### src/rtl/tpr_pkg.sv
// Shared constants, action codes and inter-module structs of the token prefix reuse tracker.
`default_nettype none
package tpr_pkg;

	localparam int unsigned MaxTokens = 4096;
	localparam int unsigned AddrW     = $clog2(MaxTokens);
	localparam int unsigned LenW      = 13;
	localparam int unsigned PosW      = 16;
	localparam int unsigned IdW       = 32;
	localparam int unsigned CfgAddrW  = 3;
	localparam int unsigned CfgDataW  = 32;

	// Register index of the capacity register on the configuration port.
	localparam logic REG_CAPACITY = 1'b0;

	typedef enum logic [2:0] {
		ACT_RECORD      = 3'd0,
		ACT_QUERY       = 3'd1,
		ACT_CLEAR       = 3'd2,
		ACT_TAINT       = 3'd3,
		ACT_TRUNCATE    = 3'd4,
		ACT_RESET_STORE = 3'd5
	} action_t;

	typedef logic [LenW-1:0]  len_t;
	typedef logic [AddrW-1:0] addr_t;

	// Request to zero the store from a slot up to the last one.
	typedef struct packed {
		logic  start;
		addr_t from;
	} sweep_req_t;

	// One query item on its way to the compare stage.
	typedef struct packed {
		logic           fresh;
		logic           cmp_en;
		logic           last;
		logic           cand;
		len_t           plen;
		logic [IdW-1:0] id;
	} query_item_t;

endpackage
`default_nettype wire

### src/rtl/tpr_match.sv
// Query compare stage, running match flag and answer register.
`default_nettype none
module tpr_match (
	input  logic                    clk,
	input  logic                    arst_n,
	input  logic                    load,
	input  tpr_pkg::query_item_t    item_in,
	input  logic [tpr_pkg::IdW-1:0] rd_data,
	input  logic                    out_stall,
	output logic                    out_valid,
	output tpr_pkg::len_t           reuse_length,
	output tpr_pkg::len_t           stored_length,
	output logic                    busy
);
	import tpr_pkg::*;

	logic        valid_s1;
	query_item_t item_s1;
	logic        match_q;
	logic        out_valid_q;
	len_t        reuse_q;
	len_t        stored_q;

	logic hold;
	logic retire_answer;
	logic match_prev;
	logic match_new;

	always_comb begin
		hold          = valid_s1 & item_s1.last & out_valid_q & out_stall;
		match_prev    = item_s1.fresh | match_q;
		match_new     = match_prev & (~item_s1.cmp_en | (rd_data == item_s1.id));
		retire_answer = valid_s1 & item_s1.last & ~hold;
	end

	always_ff @(posedge clk or negedge arst_n) begin
		if (!arst_n) begin
			valid_s1    <= 1'b0;
			match_q     <= 1'b1;
			out_valid_q <= 1'b0;
		end else begin
			if (!hold) begin
				valid_s1 <= load;
				if (valid_s1) begin
					match_q <= item_s1.last ? 1'b1 : match_new;
				end
			end
			if (retire_answer) begin
				out_valid_q <= 1'b1;
			end else if (!out_stall) begin
				out_valid_q <= 1'b0;
			end
		end
	end

	always_ff @(posedge clk) begin
		if (load) begin
			item_s1 <= item_in;
		end
		if (retire_answer) begin
			reuse_q  <= (item_s1.cand & match_new) ? item_s1.plen : '0;
			stored_q <= item_s1.plen;
		end
	end

	assign out_valid     = out_valid_q;
	assign reuse_length  = reuse_q;
	assign stored_length = stored_q;
	// Hold off new items while an answer sits behind a full output register.
	assign busy          = valid_s1 & item_s1.last & out_valid_q;

endmodule
`default_nettype wire

### config.mk
export PLATFORM = sky130hd
export DESIGN_NAME = tpr_match
export DESIGN_NICKNAME = d
export VERILOG_FILES = /design/src/rtl/tpr_pkg.sv /design/src/rtl/tpr_match.sv
export SDC_FILE = /design/constraint.sdc
export NUM_CORES = 1
export LEC_CHECK = 0
export BUFFER_PORTS_ARGS = -buffer_cell sky130_fd_sc_hd__buf_2
export CORE_ASPECT_RATIO = 1.4
export CORE_MARGIN = 2
export CORE_UTILIZATION = 52
export DETAILED_ROUTE_END_ITERATION = 6
export PLACE_DENSITY = 0.9
export SLEW_MARGIN = 20
export SYNTH_ARGS = -nofsm -noshare
export SYNTH_HDL_FRONTEND = slang
export SYNTH_SLANG_ARGS = --single-unit
### constraint.sdc
create_clock -name clk -period 3.6 [get_ports clk]
set_input_delay 0.72 -clock clk [delete_from_list [all_inputs] [get_ports clk]]
set_output_delay 0.72 -clock clk [all_outputs]
set_load 0.05 [all_outputs]
Word-level counts from Yosys, hierarchy flattened
Cells that the tools add are included.
{ "totals": {"elab_cells": 27, "output_inout_bits": 28, "register_bits": 78, "input_bits": 85} }
{ "op_classes": {"n_eq_ne": 2, "bitwise_logic": 10, "n_mux": 3, "reduce_logical": 1} }
{ "op_table": {"columns": ["op", "count"], "rows": [
  ["32-bit equality test", 1],
  ["1-bit AND", 6],
  ["1-bit 2-to-1 mux", 3],
  ["2-bit by 1-bit != test with 1-bit output (second input constant)", 1],
  ["1-bit inverter", 2],
  ["1-bit bitwise OR", 2],
  ["2-bit AND reduction", 1]
]} }

Longest topological paths before layout
{ "logic_depth": {"word_depth": 6, "depth_mapped": 6} }

Least setup slack after synthesis
Ideal clock, no wire load.
{ "synth_timing": {"kind": "input to register", "from": "input out_stall", "to": "register reuse_q[0] (netlist: reuse_length[0]) (enable)", "cell_stages": 1, "setup_time_ns": 0.418, "setup_slack_ns": 1.143, "t_required_ns": 3.182, "n_path_buf": 0, "t_arrival_ns": 2.039, "cell_sequence": "a21oi_1"} }
{ "synth_via": {"elab_chain_len": 3} }
{ "synth_lines": {"columns": ["element", "line", "text"], "rows": [
  ["start, declared", "tpr_match.sv:9", "input logic out_stall,"],
  ["1-bit AND", "tpr_match.sv:30", "hold = valid_s1 & item_s1.last & out_valid_q & out_stall;"],
  ["1-bit inverter (no source line)", null, null],
  ["1-bit AND", "tpr_match.sv:33", "retire_answer = valid_s1 & item_s1.last & ~hold;"],
  ["end signal, assigned", "tpr_match.sv:61", "reuse_q <= (item_s1.cand & match_new) ? item_s1.plen : '0;"],
  ["end, declared", "tpr_match.sv:21", "len_t reuse_q;"]
]} }
No other way between the ends.
A chain may end at the register's enable or synchronous reset.

Worst setup path after layout
{ "layout_timing": {"from": "input rd_data[10] in the netlist's numbering", "to": "register reuse_q[1] (netlist: reuse_length[1]), data pin"} }
{ "layout_via": {"elab_chain_len": 4} }
{ "layout_lines": {"columns": ["element", "line", "text"], "rows": [
  ["start, declared", "tpr_match.sv:8", "input logic [tpr_pkg::IdW-1:0] rd_data,"],
  ["32-bit equality test", "tpr_match.sv:32", "match_new = match_prev & (~item_s1.cmp_en | (rd_data == item_s1.id));"],
  ["1-bit bitwise OR", "tpr_match.sv:32", null],
  ["1-bit AND", "tpr_match.sv:32", null],
  ["1-bit AND", "tpr_match.sv:61", null]
]} }
No other way between the ends.

==> results by group <==
Yosys
  • Post-synthesis sequential area ratio: 0.797
  • Area contributors post-synth: edfxtp_1 (77%), xnor2_1 (9.6%), nand3_1 (2.2%)
  • Yosys warns: 0
  • Syn Area/Cell: 18.0 um^2
  • Yosys top cell area share: 0.771
  • Synth Instances: 162
  • Synthesized Nets: 247
  • Yosys reg bits: 78
  • Yosys top cell by area: edfxtp_1
  • Mapped cell area: 2920 um^2
  • Yosys cell types: 22

Timing
  • Tcrit/Tclk final: 0.539
  • Final setup violation count: 0
  • Max_slew headroom: 0.299
  • Final min period: 1.94 ns
  • RSZ-0062 raised after global routing: no
  • Total Neg Setup Slack: 0 ns
  • Maximum achievable frequency: 0.515 GHz
  • Final hold violation count: 0
  • Slew @ Worst Pin: 1.05 ns
  • Clk_skew: 0.00666 ns
  • WHS: 0.167 ns
  • Final Slew Violations: 0

Routing
  • Vias per cell: 4.81
  • DRT Pass-1 Iters: 4
  • Vias: 1708
  • # DRC: 0
  • Detailed router's first-iteration violation count: around 160
  • ANT nets after route: 0
  • Routed WL per cell: 14.0 um
  • Total Wirelength: 4980 um

Clocking
  • CTS H-tree lvls: 3
  • CTS Hold Bufs: 0
  • Clk slew on worst S/H paths: 0.07 ns
  • CTS tree: yes
  • Latest clock arrival within the worst-skew pair: 0.33 ns
  • TritonCTS Buffers: 9
  • PostCTS Resize Cnt: 0
  • CTS Sinks: 78
  • Clk buf depth: 2
  • Root buffer cell: clkbuf_8
  • Setup bufs post-CTS: 0

Critical path
  • CP max-delay cell: a21boi_2
  • R2R Setup Slk: 1.74 ns
  • Reg-to-reg endpoint: reuse_length[1]
  • R2R cell count: 5
  • CP peak stage delay: about 0.74 ns
  • Crit Path Class: input pin to flip-flop
  • Crit path buf inv count: 1
  • CP Depth: 6
  • CP Data Arrival Time: 2.00 ns
  • Critical path data required time: 3.65 ns
  • Startpoint types: input pin
  • CP Max Fanout: 14
  • CP delay by family, top: compound AO/OA/AOI/OAI gates
  • Worst r2r src: item_s1[4]
  • Worst-path cell chain: buf_2 > xnor2_1 > nand4_1 > nor4_2 > a21boi_2 > nor2_1
  • Crit path capture type: flip-flop

Floorplanning
  • Die width: a little under 70 um
  • Initial core utilization: 0.533
  • Die Y-Extent: approximately 90 um
  • Top-level I/O count: 113
  • Core area: between 5000 and 6000 um^2
  • # rows: 32
  • Die ar.: 6240 um^2

GRT
  • GRT Util Overall: 0.175
  • Grt total ovfl: 0
  • Global-route wire length before repair: 7680 um
  • Vias in the first global route: 1762
  • Antenna violations before repair: 0
  • Largest net degree at the start of global routing: 51

Final layout
  • Antenna Cells: 0
  • Final net count: 367
  • Most frequent cells in the layout: buf_2 (112), edfxtp_1 (75), xnor2_1 (32)
  • Share of cells above drive strength 1: 0.502
  • Fin area: around 3800 um^2
  • Area Overhead vs Synth: 29.3%
  • Final Non-Filler Cells: 355
  • Most common cell after layout, fill and taps aside: buf_2
  • Fillcell total: 359

Power
  • Power per Cell Area: between 500 and 600 nW/um^2
  • Internal power: 1.56 mW
  • P_leak: approximately 1.5 nW
  • P_sw: ~0.47 mW
  • Proportion of power drawn by combinational gates: 0.120
  • Sequential share of power: 0.545
  • Clock network power share: 0.336
  • Sw Share: 0.231
  • Worst vdd ir: 0.450 mV

Place
  • Placed instance count: 339
  • GP Congestion: 0.705
  • DP HPWL: 3790 um
  • Port bufs: 112
  • Placed cell areas: 3560 um^2

Run
  • Max-Cap Viols: 0

Run status
  • Status: finished clean

Worst hold path
  • Hold Path Class: input pin to asynchronous set/reset pin
-- stage by stage --
stage / worst slack (ns) / utilization / power, mW
3_3_place_gp: 1.35 / 0.648 / 1.36
5_1_grt: 1.48 / 0.688 / 2.11
2_1_floorplan: 1.14 / - / 1.28
6_report: 1.66 / 0.688 / 2.03
3_5_place_dp: 1.29 / 0.648 / 1.37
4_1_cts: 1.66 / 0.688 / 2.05
-- how the worst max path moves through the flow --
| stage | from | endpoint | slack, ns |
|---|---|---|---|
| final | rd_data[10] | reuse_length[1] | 1.66 |
| after CTS | rd_data[4] | reuse_length[1] | 1.66 |
| after floorplan | out_stall | reuse_length[0] | 1.14 |
| after detailed placement | rd_data[4] | reuse_length[1] | 1.29 |
| after global routing | rd_data[25] | reuse_length[1] | 1.48 |
| after global placement | rd_data[25] | reuse_length[12] | 1.35 |
-- power by group through the flow --
stage	Combinational, mW	Sequential [mW]	Clock (mW)
floorplan	0.0875	1.19	0
global placement	0.238	1.12	0
detailed placement	0.246	1.13	0
CTS	0.247	1.11	0.698
global route	0.263	1.12	0.731
finish	0.243	1.11	0.683
-- cell usage after synthesis --
library cell and count:
or2_2 1, xnor2_1 32, a21boi_2 1, and3_1 1, nor2_4 1, nand2_1 3, edfxtp_1 75, o22ai_1 1
nor4_2 2, o21a_1 1, nand3_1 13, a21oi_1 1, dfrtp_1 2, nor2_1 3, nand4_1 8, inv_1 1
a31oi_1 1, nor2_2 9, o21bai_1 1, clkbuf_1 3, buf_6 1, dfstp_2 1
-- kinds of logic (layout without fill, tap and decap cells) --
family                    Yosys count  count (layout)  synth area share
and+or+nand+nor                    41              41            0.0831
xor gates and xnor gates           32              32            0.0959
DFF                                78              78             0.797
AOI/OAI and AO/OA                   6               6            0.0150
buffers and inverters               5             130           0.00899
-- sequential cells by signal, summed over array words and instances (netlist names) --
name and count:
item_s1 49, reuse_length 13, stored_length 13, match_q 1, out_valid 1, valid_s1 1
-- layer usage --
layer / share of wire / global-route usage / vias to the layer above / wire length, um
met1: 0.35 / 0.185 / 781 / 1740
met3: 0.063 / 0.0437 / 10 / 312
met4: 0.021 / 0.0969 / 0 / 106
met5: 0 / 0 / - / 0
met2: 0.57 / 0.308 / 76 / 2820
li1: - / - / 841 / -
-- area by class of cell --
class	count	area, um^2	area share
timing repair buffer	113	568	0.150
sequential	78	2330	0.617
clock inverter	2	37.5	0.00994
tap	68	85.1	0.0225
clock buffer	14	183	0.0484
inverter	1	3.75	0.000994
multi-input combinational	79	571	0.151
Power figures use the tool's default switching activity.
